[config.mk]
export PLATFORM = sky130hd
export DESIGN_NAME = wav_header_parser
export DESIGN_NICKNAME = d
export VERILOG_FILES = /design/src/rtl/wavhp_pkg.sv /design/src/rtl/wavhp_core.sv /design/src/rtl/wav_header_parser.sv
export SDC_FILE = /design/constraint.sdc
export NUM_CORES = 1
export LEC_CHECK = 0
export ABC_AREA = 1
export CAP_MARGIN = 20
export CORE_MARGIN = 8
export CORE_UTILIZATION = 30
export DETAILED_ROUTE_END_ITERATION = 10
export DONT_BUFFER_PORTS = 1
export PLACE_DENSITY_LB_ADDON = 0.12
export SETUP_SLACK_MARGIN = 0.05
export SYNTH_ARGS = -nofsm -noshare
export SYNTH_HDL_FRONTEND = slang
export SYNTH_SLANG_ARGS = --single-unit
[constraint.sdc]
create_clock -name aclk -period 3.1 [get_ports aclk]
set_input_delay 0.155 -clock aclk [delete_from_list [all_inputs] [get_ports aclk]]
set_output_delay 0.155 -clock aclk [all_outputs]
set_load 0.01 [all_outputs]
[src/rtl/wavhp_pkg.sv]
// wavhp_pkg: types and constants shared by the wav header parser
// word types for the byte and result channels, parse phases, tags, status codes
// no dependencies
package wavhp_pkg;

    typedef struct packed {
        logic [7:0] file_byte;
        logic       end_of_file;
    } in_word_t;

    typedef struct packed {
        logic [2:0]  status;
        logic [1:0]  format_code;
        logic [31:0] sample_rate;
        logic [31:0] data_size;
        logic [31:0] data_offset;
    } out_word_t;

    localparam logic [2:0] PH_RIFF  = 3'd0;
    localparam logic [2:0] PH_RSIZE = 3'd1;
    localparam logic [2:0] PH_WAVE  = 3'd2;
    localparam logic [2:0] PH_HDR   = 3'd3;
    localparam logic [2:0] PH_BODY  = 3'd4;
    localparam logic [2:0] PH_PAD   = 3'd5;
    localparam logic [2:0] PH_HALT  = 3'd6;

    localparam logic [31:0] TAG_RIFF = 32'h5249_4646;
    localparam logic [31:0] TAG_WAVE = 32'h5741_5645;
    localparam logic [31:0] TAG_FMT  = 32'h666D_7420;
    localparam logic [31:0] TAG_DATA = 32'h6461_7461;

    localparam logic [2:0] ST_OK      = 3'd0;
    localparam logic [2:0] ST_NO_RIFF = 3'd1;
    localparam logic [2:0] ST_NO_WAVE = 3'd2;
    localparam logic [2:0] ST_NO_FMT  = 3'd3;
    localparam logic [2:0] ST_NO_DATA = 3'd4;

    localparam logic [1:0] ERR_NONE    = 2'd0;
    localparam logic [1:0] ERR_NO_RIFF = 2'd1;
    localparam logic [1:0] ERR_NO_WAVE = 2'd2;

    localparam logic [1:0] FMT_MONO8    = 2'd0;
    localparam logic [1:0] FMT_MONO16   = 2'd1;
    localparam logic [1:0] FMT_STEREO8  = 2'd2;
    localparam logic [1:0] FMT_STEREO16 = 2'd3;

    localparam logic [4:0] FMT_SPAN  = 5'd16;
    localparam logic [4:0] HDR_BYTES = 5'd8;
    localparam logic [4:0] MAGIC_LEN = 5'd4;

endpackage

[src/rtl/wavhp_core.sv]
// wavhp_core: per-byte parse state and the result formed on the last byte
// depends on wavhp_pkg
module wavhp_core (
    input  logic                 aclk,
    input  logic                 aresetn,
    input  logic                 in_fire,
    input  wavhp_pkg::in_word_t  in_word,
    output logic                 res_fire,
    output wavhp_pkg::out_word_t res_word
);

    logic [31:0] pos_reg,   pos_next;
    logic [2:0]  phase_reg, phase_next;
    logic [1:0]  err_reg,   err_next;
    logic [31:0] tag_reg,   tag_next;
    logic [31:0] len_reg,   len_next;
    logic [31:0] left_reg,  left_next;
    logic [4:0]  idx_reg,   idx_next;
    logic        in_fmt_reg, in_fmt_next;
    logic [15:0] chan_reg,  chan_next;
    logic [15:0] bits_reg,  bits_next;
    logic [31:0] rate_reg,  rate_next;
    logic        saw_fmt_reg, saw_fmt_next;
    logic        saw_data_reg, saw_data_next;
    logic [31:0] dlen_reg,  dlen_next;
    logic [31:0] dstart_reg, dstart_next;
    logic        pad_reg,   pad_next;

    logic [7:0]  b;
    logic [2:0]  status;
    logic [1:0]  code;

    assign b = in_word.file_byte;

    always_comb begin
        pos_next      = pos_reg + 32'd1;
        phase_next    = phase_reg;
        err_next      = err_reg;
        tag_next      = tag_reg;
        len_next      = len_reg;
        left_next     = left_reg;
        idx_next      = idx_reg;
        in_fmt_next   = in_fmt_reg;
        chan_next     = chan_reg;
        bits_next     = bits_reg;
        rate_next     = rate_reg;
        saw_fmt_next  = saw_fmt_reg;
        saw_data_next = saw_data_reg;
        dlen_next     = dlen_reg;
        dstart_next   = dstart_reg;
        pad_next      = pad_reg;

        unique case (phase_reg) inside
            wavhp_pkg::PH_RIFF, wavhp_pkg::PH_WAVE: begin
                tag_next = {tag_reg[23:0], b};
                idx_next = idx_reg + 5'd1;
                if (idx_next == wavhp_pkg::MAGIC_LEN) begin
                    idx_next = '0;
                    if (phase_reg == wavhp_pkg::PH_RIFF) begin
                        if (tag_next != wavhp_pkg::TAG_RIFF) begin
                            err_next   = wavhp_pkg::ERR_NO_RIFF;
                            phase_next = wavhp_pkg::PH_HALT;
                        end else begin
                            phase_next = wavhp_pkg::PH_RSIZE;
                        end
                    end else begin
                        if (tag_next != wavhp_pkg::TAG_WAVE) begin
                            err_next   = wavhp_pkg::ERR_NO_WAVE;
                            phase_next = wavhp_pkg::PH_HALT;
                        end else begin
                            phase_next = wavhp_pkg::PH_HDR;
                        end
                    end
                end
            end
            wavhp_pkg::PH_RSIZE: begin
                idx_next = idx_reg + 5'd1;
                if (idx_next == wavhp_pkg::MAGIC_LEN) begin
                    idx_next   = '0;
                    phase_next = wavhp_pkg::PH_WAVE;
                end
            end
            wavhp_pkg::PH_HDR: begin
                if (idx_reg < wavhp_pkg::MAGIC_LEN) begin
                    tag_next = {tag_reg[23:0], b};
                end else begin
                    len_next = {b, len_reg[31:8]};
                end
                idx_next = idx_reg + 5'd1;
                if (idx_next == wavhp_pkg::HDR_BYTES) begin
                    idx_next    = '0;
                    in_fmt_next = 1'b0;
                    if (tag_next == wavhp_pkg::TAG_FMT) begin
                        saw_fmt_next = 1'b1;
                        in_fmt_next  = 1'b1;
                        chan_next    = '0;
                        bits_next    = '0;
                        rate_next    = '0;
                    end else if (tag_next == wavhp_pkg::TAG_DATA) begin
                        saw_data_next = 1'b1;
                        dlen_next     = len_next;
                        dstart_next   = pos_reg + 32'd1;
                    end
                    left_next  = len_next;
                    pad_next   = len_next[0];
                    phase_next = (len_next != '0) ? wavhp_pkg::PH_BODY : wavhp_pkg::PH_HDR;
                end
            end
            wavhp_pkg::PH_BODY: begin
                if (in_fmt_reg && idx_reg < wavhp_pkg::FMT_SPAN) begin
                    case (idx_reg[3:0])
                        4'd2:    chan_next[7:0]   = b;
                        4'd3:    chan_next[15:8]  = b;
                        4'd4:    rate_next[7:0]   = b;
                        4'd5:    rate_next[15:8]  = b;
                        4'd6:    rate_next[23:16] = b;
                        4'd7:    rate_next[31:24] = b;
                        4'd14:   bits_next[7:0]   = b;
                        4'd15:   bits_next[15:8]  = b;
                        default: ;
                    endcase
                    idx_next = idx_reg + 5'd1;
                end
                left_next = left_reg - 32'd1;
                if (left_reg == 32'd1) begin
                    idx_next    = '0;
                    in_fmt_next = 1'b0;
                    phase_next  = pad_reg ? wavhp_pkg::PH_PAD : wavhp_pkg::PH_HDR;
                    pad_next    = 1'b0;
                end
            end
            wavhp_pkg::PH_PAD: begin
                phase_next = wavhp_pkg::PH_HDR;
            end
            default: ;
        endcase
    end

    // result seen after this byte is parsed
    always_comb begin
        if (phase_next == wavhp_pkg::PH_RIFF) begin
            status = wavhp_pkg::ST_NO_RIFF;
        end else if (phase_next == wavhp_pkg::PH_RSIZE || phase_next == wavhp_pkg::PH_WAVE) begin
            status = wavhp_pkg::ST_NO_WAVE;
        end else if (err_next != wavhp_pkg::ERR_NONE) begin
            status = {1'b0, err_next};
        end else if (!saw_fmt_next) begin
            status = wavhp_pkg::ST_NO_FMT;
        end else if (!saw_data_next) begin
            status = wavhp_pkg::ST_NO_DATA;
        end else begin
            status = wavhp_pkg::ST_OK;
        end

        if (chan_next == 16'd1) begin
            code = (bits_next == 16'd8) ? wavhp_pkg::FMT_MONO8 : wavhp_pkg::FMT_MONO16;
        end else begin
            code = (bits_next == 16'd8) ? wavhp_pkg::FMT_STEREO8 : wavhp_pkg::FMT_STEREO16;
        end

        res_word.status = status;
        if (status == wavhp_pkg::ST_OK) begin
            res_word.format_code = code;
            res_word.sample_rate = rate_next;
            res_word.data_size   = dlen_next;
            res_word.data_offset = dstart_next;
        end else begin
            res_word.format_code = wavhp_pkg::FMT_MONO8;
            res_word.sample_rate = '0;
            res_word.data_size   = '0;
            res_word.data_offset = '0;
        end
    end

    assign res_fire = in_fire && in_word.end_of_file;

    always_ff @(posedge aclk) begin
        if (!aresetn || res_fire) begin
            pos_reg      <= '0;
            phase_reg    <= wavhp_pkg::PH_RIFF;
            err_reg      <= wavhp_pkg::ERR_NONE;
            tag_reg      <= '0;
            len_reg      <= '0;
            left_reg     <= '0;
            idx_reg      <= '0;
            in_fmt_reg   <= 1'b0;
            chan_reg     <= '0;
            bits_reg     <= '0;
            rate_reg     <= '0;
            saw_fmt_reg  <= 1'b0;
            saw_data_reg <= 1'b0;
            dlen_reg     <= '0;
            dstart_reg   <= '0;
            pad_reg      <= 1'b0;
        end else if (in_fire) begin
            pos_reg      <= pos_next;
            phase_reg    <= phase_next;
            err_reg      <= err_next;
            tag_reg      <= tag_next;
            len_reg      <= len_next;
            left_reg     <= left_next;
            idx_reg      <= idx_next;
            in_fmt_reg   <= in_fmt_next;
            chan_reg     <= chan_next;
            bits_reg     <= bits_next;
            rate_reg     <= rate_next;
            saw_fmt_reg  <= saw_fmt_next;
            saw_data_reg <= saw_data_next;
            dlen_reg     <= dlen_next;
            dstart_reg   <= dstart_next;
            pad_reg      <= pad_next;
        end
    end

endmodule

[src/rtl/wav_header_parser.sv]
// wav_header_parser: top level, byte channel in, one result word per file out
// depends on wavhp_pkg and wavhp_core
//
// usage
//   s_ channel carries one file byte per word, end_of_file set on the last byte
//   m_ channel carries one result word per file: status, format code, sample
//   rate, data chunk size and data chunk offset
//   a new byte can be taken on every clock edge while s_ready is high
//   the result word appears on m_ in the cycle after the last byte is accepted
//   the parse state sits in the core registers, the result in an output register
//   while a result is held and m_ready is low, s_ready is low and the next
//   byte waits; once the result is taken bytes flow again
//   after the last byte the parse state returns to its reset values
//   reset (aresetn low, synchronous) clears parse state and empties the output
module wav_header_parser (
    input  logic                 aclk,
    input  logic                 aresetn,
    input  logic                 s_valid,
    output logic                 s_ready,
    input  wavhp_pkg::in_word_t  s_data,
    output logic                 m_valid,
    input  logic                 m_ready,
    output wavhp_pkg::out_word_t m_data
);

    logic                 m_valid_reg, m_valid_next;
    wavhp_pkg::out_word_t m_data_reg;
    logic                 in_fire;
    logic                 res_fire;
    wavhp_pkg::out_word_t res_word;

    assign s_ready = !m_valid_reg || m_ready;
    assign in_fire = s_valid && s_ready;

    wavhp_core u_core (
        .aclk     (aclk),
        .aresetn  (aresetn),
        .in_fire  (in_fire),
        .in_word  (s_data),
        .res_fire (res_fire),
        .res_word (res_word)
    );

    always_comb begin
        m_valid_next = m_valid_reg;
        if (m_valid_reg && m_ready) begin
            m_valid_next = 1'b0;
        end
        if (res_fire) begin
            m_valid_next = 1'b1;
        end
    end

    always_ff @(posedge aclk) begin
        if (!aresetn) begin
            m_valid_reg <= 1'b0;
        end else begin
            m_valid_reg <= m_valid_next;
        end
    end

    always_ff @(posedge aclk) begin
        if (res_fire) begin
            m_data_reg <= res_word;
        end
    end

    assign m_valid = m_valid_reg;
    assign m_data  = m_data_reg;

endmodule

# Word level (Yosys, flattened, before mapping)
# Index checks and enable logic that the tools add are counted.
# word_totals
regBits,372
inputBits,13
out_inout_bits,103
elab_cells,157
# op_classes
n_addsub,3
magnitude_cmp,2
n_eq_ne,27
muxes,78
reduce_logical,25
# op_table
op,n
32-bit two-way mux,16
32-bit case mux with 2 select lines,3
16-bit two-way mux,6
32-bit by 31-bit == test with 1-bit output (second input constant),2
8-bit two-way mux,8
32-bit by 31-bit != test with 1-bit output (second input constant),2
16-bit case mux with 2 select lines,2
3-bit two-way mux,14
32-bit by 1-bit adder with 32-bit output (second input constant),1
32-bit by 1-bit == test with 1-bit output (second input constant),1
32-bit nonzero test,1
32-bit by 1-bit subtractor with 32-bit output (second input constant),1
5-bit two-way mux,4
16-bit by 1-bit == test with 1-bit output (second input constant),1
16-bit by 4-bit == test with 1-bit output (second input constant),1
4-bit by 3-bit == test with 1-bit output (second input constant),4
1-bit two-way mux,15
3-bit case mux with 5 select lines,1
5-bit case mux with 3 select lines,1
2-bit two-way mux,6
3-bit by 2-bit == test with 1-bit output (second input constant),3
3-bit zero test,3
4-bit by 2-bit == test with 1-bit output (second input constant),2
4-bit == test (second input constant),2
20 further kinds,35

# Depth between registers and ports, before layout
# Gate-level depths: netlist of the first run.
# logic_depth
depth_word,14
ltp_mapped,24
mapped_depth_nobuf,20

# Hierarchy
# Synthesis of the first run repeated with hierarchy kept, for this count alone.
# hier_totals
cells_unflattened,2796
area_unflattened_um2,19809.0
# modules_own_cells
module,instances,cells_per_inst,area_each_um2
wavhp_core,1,2688,16722.3
wav_header_parser,1,108,3086.7

# Least setup slack after synthesis of the first run
# OpenSTA, ideal clock, no wires.
# synth_timing
path_kind,reg-to-reg
start,register m_valid_reg (netlist: m_valid)
end,"register m_data_reg, in the netlist m_data[0] (enable)"
setup_time_ns,0.455
t_arrival_ns,2.755
setup_slack_ns,-0.110
path_stages_with_launch,6
n_path_buf,0
path_cell_list,dfxtp_1 -> nand2_1 -> nand2_1 -> inv_2 -> nand2_1 -> inv_1
# synth_via
elab_chain_cells,4
# synth_lines
element,line_no,source
"start, declared",wav_header_parser.sv:26,"logic m_valid_reg, m_valid_next;"
"start signal, assigned",wav_header_parser.sv:58,m_valid_reg <= m_valid_next;
1-bit zero test,wav_header_parser.sv:32,assign s_ready = !m_valid_reg || m_ready;
1-bit logical OR,wav_header_parser.sv:32,
net s_ready,wav_header_parser.sv:19,"output logic s_ready,"
1-bit logical AND,wav_header_parser.sv:33,assign in_fire = s_valid && s_ready;
1-bit logical AND,wavhp_core.sv:175,assign res_fire = in_fire && in_word.end_of_file;
"end signal, assigned",wav_header_parser.sv:64,m_data_reg <= res_word;
"end, declared",wav_header_parser.sv:27,wavhp_pkg::out_word_t m_data_reg;
# The timed path passes the listed nets, and every way through them passes these cells.
# A chain may end at the register's enable or synchronous reset.

==> metrics.md, run 1 <==
| Metric | Value |
|---|---|
| Max Fclk | `between 300 and 400 MHz` |
| RSZ-0062 raised after global routing | `true` |
| Post-synth EDFFs | `101` |
| Crit-path max cell delay | `approximately 0.33 ns` |
| Crit share post-route | `99.5%` |
| Worst vdd ir | `325 uV` |
| Vias in the first global route | `roughly 17000` |
| Routed len/inst | `17.6 um` |
| Yosys reg bits | `approximately 370` |
| Initial antenna violation count | `0` |
| First-pass GRT wire length | `97200 um` |
| Crit path time final | `roughly 3 ns` |
| Layout cell share with drive strength beyond 1 | `roughly an eighth` |
| Max-cap violations | `0` |
| TNS Setup | `0 ns` |
| Inserted Clock Buffers | `46` |
| Num ports | `roughly 120` |
| Async set or reset register ratio after synthesis | `0%` |
| Most Used Layer, Global Route | `met2` |
| Clock-pin slew on the worst setup and hold paths | `0.06 ns` |
| Sink Count | `roughly 370` |
| Sequential fraction of the synthesis area | `43.7%` |
| Router iterations before antenna repair | `5` |
| Critical-path top delay cell | `dfxtp_2` |
| RePlAce Congestion | `between 0.8 and 0.9` |
| Vias | `18000` |
| Clk_lat worst skew | `0.59 ns` |
| Dpl hpwl | `41800 um` |
| Critical Path Fanout Max | `25` |
| Mean Syn Cell Area | `7.09 um2` |
| Area growth syn-to-layout | `20.5%` |
| Critical path class | `reg2reg` |
| Antenna cells | `0` |
| IO buf count | `0` |
| Critical path capture point type | `flop` |
| CTS H-Tree Depth | `2` |
| Core Area | `between 0.06 and 0.07 mm2` |
| Worst slew pin tran | `0.650 ns` |
| Multi-input logic area | `0.00920 mm2` |
| Final core occ | `36.4%` |
| Met1 usage | `21.7%` |
| TritonCTS clock tree | `built` |
| Synth area leaders | `dfxtp_1 28%, edfxtp_1 16%, nand2_1 11%, inv_1 7.3%, a21oi_1 6.1%` |
| Clock Path Buffers | `3` |
| Crit-path cells | `nor2_4 -> nand2_8 -> buf_12 -> clkbuf_16 -> o21ai_4 -> nand2_1 -> nor2_1 -> nand2_1 -> nor2_2 -> nand2_2 -> nand2_2 -> nand2_1 -> nand2_1 -> nand2_2 -> nand2_2 -> nand2_2 -> a21oi_2 -> nor2_4 -> nand2_8 -> clkbuf_16 -> nor2_1` |
| Reg area | `0.00846 mm2` |
| Grt total ovfl | `0` |
| Total power | `approximately 12 mW` |
| Leading cell type by number of instances after synthesis | `nand2_1` |
| Vias per inst | `4.92` |
| Leakage | `9.24 nW` |
| CP arrival | `3.41 ns` |
| Ys flop type | `dfxtp_1` |
| Most frequent cell on the critical path | `nand2_2` |
| GRT Total Usage | `between 10% and 20%` |
| Worst EP required | `3.43 ns` |
| Total Wirelength | `~64000 um` |
| Die Height | `270 um` |
| Warnings from Yosys | `0` |
| Syn Nets | `between 2000 and 3000` |
| Outcome | `complete, no violations` |
| # DRC | `0` |
| Worst Skew | `0.0407 ns` |
| Row Count | `between 90 and 100` |
| Max reg flops | `approximately 100` |
| Post-route ant nets | `0` |
| Most frequent cells after synthesis | `558 x nand2_1, 379 x inv_1, 296 x nor2_1, 271 x dfxtp_1, 235 x a21oi_1` |
| Largest net degree at the start of global routing | `118` |
| Mapped Area | `0.0194 mm2` |
| Fillcell total | `6710` |
| Min-delay worst type | `in2reg` |
| Setup violators final | `0` |
| Met3 Use GR | `2.69%` |
| Crit start category | `flop` |
| Die X | `around 270 um` |
| Die area | `0.0730 mm2` |
| Grt met2 use | `27.2%` |
| Slew headroom | `56.7%` |
| Final hold violations | `0` |
| Netlist cell types | `between 40 and 50` |
| Initial Util | `30.2%` |
| Top-area cell type share of the netlist area | `28.0%` |
| Pwr/cell area | `509 mW/mm2` |
| CTS root buf | `clkbuf_16` |
| DR iter-0 viols | `1198` |
| Final #Nets | `2795` |
| Top cell type by total area after synthesis | `dfxtp_1` |
| Cells after Synth | `2732` |
| Final Max Slew Viols | `0` |
-- cell usage in the layout (no fill, tap or decap), types with 9 or more instances in the layout --
cell / netlist / layout
a31oi_1: 28 / 28
nand3b_1: 11 / 11
nand4_1: 28 / 28
nor3_1: 60 / 55
dfxtp_1: 271 / 270
o21ai_0: 229 / 223
nor2_2: 23 / 62
o211ai_1: 95 / 95
nand3_1: 82 / 75
a21oi_1: 235 / 227
buf_12: 0 / 18
nand2_2: 1 / 17
nand2_1: 558 / 539
a21oi_2: 2 / 9
buf_4: 8 / 107
xor2_1: 33 / 33
a211oi_1: 18 / 18
clkbuf_16: 0 / 55
dlygate4sd3_1: 0 / 10
clkbuf_1: 106 / 11
edfxtp_1: 101 / 101
inv_1: 379 / 376
o21ai_2: 0 / 16
a22oi_1: 9 / 9
nor2_1: 296 / 250
o21ai_1: 53 / 39
-- critical path, delay by kind of cell (launching register included) --
family / cells / cell delay [ns]
AO/OA/AOI/OAI: 2 / 0.35
buffers and inverters: 3 / 0.59
flip-flops: 1 / 0.33
AND/OR/NAND/NOR: 16 / 1.54
-- report_power, final --
part           total [mW]  switching, mW  leakage (nW)  internal [mW]
clock network        5.37           2.17         0.731           3.20
logic                1.18          0.804          5.39          0.381
registers            5.34          0.170          3.12           5.17
total                11.9           3.14          9.24           8.75
-- metal layers --
layer	part of all wire (%)	vias to the layer above
met5	0	-
met4	2.2	0
met2	47	347
met3	4.2	85
met1	46	8509
li1	-	9088
-- final cells by class --
class | instances | share of cell area (%)
timing repair buffer | 153 | 7.10
clock inverter | 21 | 0.921
multi-input combinational | 1812 | 39.4
sequential | 372 | 36.2
inverter | 390 | 6.34
clock buffer | 63 | 5.46
tap | 855 | 4.58
-- kinds of logic after synthesis --
| family | count (synthesis) | synth area share (%) |
|---|---|---|
| flops | 372 | 43.7 |
| xor+xnor | 40 | 1.81 |
| compound gates | 689 | 20.0 |
| simple gates | 1076 | 23.0 |
| fa+ha+maj | 7 | 0.452 |
| buf+inv | 548 | 11.2 |
-- metrics by stage --
step	cells	hold slack, ns	cell area [um2]	setup slack, ns
finish	3666	0.00763	23400	0.0167
global route	3666	0.00362	23400	-0.151
CTS	3643	0.00102	22500	0.0961
detailed placement	3549	0.259	20900	0.0906
global placement	3549	0.254	20900	0.0872
floorplan	2732	0.253	19400	0.345
-- what timing repair did --
action	CTS	global route
hold endpoints to repair	15	0
hold buffers	10	0
buffers inserted	0	12
setup endpoints to repair	2	167
resized for setup	1	135
gates cloned	0	11
-- final timing paths --
path	slack, ns	depth (start not counted)	from	to
hold / removal	0.008	4	s_data[4]	u_core.tag_reg[3]
setup / recovery	0.02	21	u_core.idx_reg[2]	m_data[54]
hold reg to reg	0.45	2	u_core.dstart_reg[27]	u_core.dstart_reg[27]
setup reg to reg	0.02	21	u_core.idx_reg[2]	m_data[54]
(Power assumes the default switching activity.)
==> run 2, diff against run 1 <==
--- a/config.mk
+++ b/config.mk
@@ -11,7 +11,7 @@
 export CORE_UTILIZATION = 30
 export DETAILED_ROUTE_END_ITERATION = 10
 export DONT_BUFFER_PORTS = 1
-export PLACE_DENSITY_LB_ADDON = 0.12
+export PLACE_DENSITY_LB_ADDON = 0.3
 export SETUP_SLACK_MARGIN = 0.05
 export SYNTH_ARGS = -nofsm -noshare
 export SYNTH_HDL_FRONTEND = slang
==> run 2 against run 1 <==
Utilization decreased by 0.15 points. Clock-buffer cell count decreased by 4. Critical endpoint is now m_data[97]. Critical path type unchanged. Sequential share of layout area increased by 0.15 points. Critical path depth decreased by 5. Sequential power about the same.
==> metrics.md, run 2 (synthesis gave the netlist of run 1 again) <==
| Metric | Value |
|---|---|
| Total power | `11.7 mW` |
| Total Wirelength | `59200 um` |
| Worst R2R Path Depth | `16` |
| Area growth syn-to-layout | `20.1%` |
| RePlAce Congestion | `0.889` |
| Worst Skew | `0.0316 ns` |
| Post-Layout Inst Area | `around 0.023 mm2` |
| Final hold violations | `0` |
| Crit-path cells | `nor2_4 -> nand2_8 -> buf_4 -> clkbuf_16 -> o21ai_1 -> nand4_1 -> nor2_4 -> nand4_1 -> buf_4 -> buf_12 -> a21oi_1 -> nand3_1 -> nor2_2 -> nand2_2 -> nor2_2 -> nor2_1` |
| Final core occ | `36.3%` |
| Initial antenna violation count | `0` |
| Vias | `17800` |
| Max reg flops | `101` |
| Worst EP required | `3.42 ns` |
| Crit-path max cell delay | `0.33 ns` |
| Crit share post-route | `95.5%` |
| IO buf count | `0` |
| Hold Path Origin | `s_data[6]` |
| Post-route ant nets | `0` |
| Die X | `270 um` |
| CP arrival | `3.28 ns` |
| R2R setup slack | `around 0.14 ns` |
| Worst vdd ir | `342 uV` |
| Vias per inst | `4.87` |
| Worst r2r src | `u_core.idx_reg[3]` |
| Clk_lat worst skew | `0.59 ns` |
| Placed Area | `0.0208 mm2` |
| Clock Path Buffers | `3` |
| Grt total ovfl | `0` |
| Clock-pin slew on the worst setup and hold paths | `0.06 ns` |
| Die Height | `270 um` |
| Crit path from | `u_core.idx_reg[3]` |
| Hold depth | `6` |
| Worst slew pin tran | `0.724 ns` |
| Largest net degree at the start of global routing | `between 100 and 150` |
| Fillcell total | `6732` |
| # DRC | `0` |
| CP delay by family, top | `simple AND/OR/NAND/NOR gates` |
| Setup violators final | `0` |
| Dpl hpwl | `38100 um` |
| Outcome | `complete, no violations` |
| Initial Util | `30.2%` |
| Critical path capture point type | `flop` |
| Final Max Slew Viols | `0` |
| Crit start category | `flop` |
| Slew headroom | `51.7%` |
| Hold EP | `u_core.bits_reg[13]` |
| RSZ-0062 raised after global routing | `true` |
| Min-delay worst type | `in2reg` |
| Final #Nets | `between 2000 and 3000` |
| Critical Path Fanout Max | `15` |
| DR iter-0 viols | `1380` |
| Vias in the first global route | `16300` |
| Max-cap violations | `0` |
| Critical-path top delay cell | `dfxtp_2` |
| Num ports | `116` |
| Crit path time final | `2.96 ns` |
| Inserted Clock Buffers | `44` |
| First-pass GRT wire length | `91600 um` |
| CP Buf/Inv Count | `4` |
| Routed len/inst | `16.1 um` |
| TritonCTS clock tree | `built` |
| Commonest non-fill, non-tap cell in the layout | `nand2_1` |
| Critical path class | `reg2reg` |
| Core Area | `roughly 0.064 mm2` |
| Leakage | `just over 9 nW` |
| Die area | `0.0730 mm2` |
| Max Fclk | `338 MHz` |
| Layout cell share with drive strength beyond 1 | `12.3%` |
| Row Count | `93` |
| Router iterations before antenna repair | `5` |
| Pwr/cell area | `505 mW/mm2` |
| CTS root buf | `clkbuf_16` |
| CTS H-Tree Depth | `2` |
| Most frequent cells in the layout | `545 x nand2_1, 377 x inv_1, 269 x dfxtp_1, 253 x nor2_1, 231 x a21oi_1` |
| Sink Count | `372` |
| Antenna cells | `0` |
| GRT Total Usage | `15.2%` |
| Reg2Reg Capture Point | `m_data[97]` |
[run 2: tightest hold or removal path, cell delays in order]
cell      delay (ns)
o21ai_0         0.06
o21ai_0         0.07
a22oi_1         0.11
nand2_1         0.07
o211ai_1        0.08
inv_1           0.05
[run 2: power by group]
part	internal (mW)	switching, mW	leakage, nW
Sequential	5.17	0.164	3.12
Clock	3.11	2.16	0.712
Combinational	0.370	0.778	5.40
Total	8.64	3.10	9.23
[run 2: metal layers]
metal  vias up  track usage, %  routed length [um]
met2       378            25.1               27700
met5         -               0                   0
met4         0            4.43                1520
met1      8287            20.1               27400
li1       9080               -                   -
met3        91            2.55                2610
[run 2: cell type report]
cell class	count	area, um2	share of cell area [%]
Tap cell	855	1070	4.60
Multi-Input combinational cell	1812	9170	39.4
Clock buffer	59	1220	5.23
Clock inverter	22	243	1.04
Sequential cell	372	8460	36.4
Inverter	390	1480	6.36
Timing Repair Buffer	155	1620	6.97
[run 2: worst max-delay path by stage]
stage | endpoint | cells after the start | slack [ns]
finish | m_data[97] | 16 | 0.14
global route | m_data[19] | 19 | -0.03
CTS | m_data[97] | 19 | 0.07
detailed placement | m_data[60] | 21 | 0.04
global placement | m_data[48] | 21 | 0.07
floorplan | m_data[88] | 17 | 0.34
[run 2: repair_timing]
item	in CTS	in global routing
gates resized for setup	12	116
endpoints found under the hold margin	30	0
pin swaps	0	26
cloned	2	9
endpoints found under the setup margin	51	147
hold buffers	10	0
buffers inserted	5	14
[run 2: per-stage QoR]
stage	std cells	hold slack [ns]	setup WS, ns	TNS, ns
floorplan	2732	0.253	0.345	0
global placement	3544	0.256	0.0703	0
detailed placement	3544	0.259	0.0416	0
CTS	3642	0.00538	0.0682	0
global route	3665	0.0607	-0.0337	-1.54
finish	3665	0.0400	0.141	0
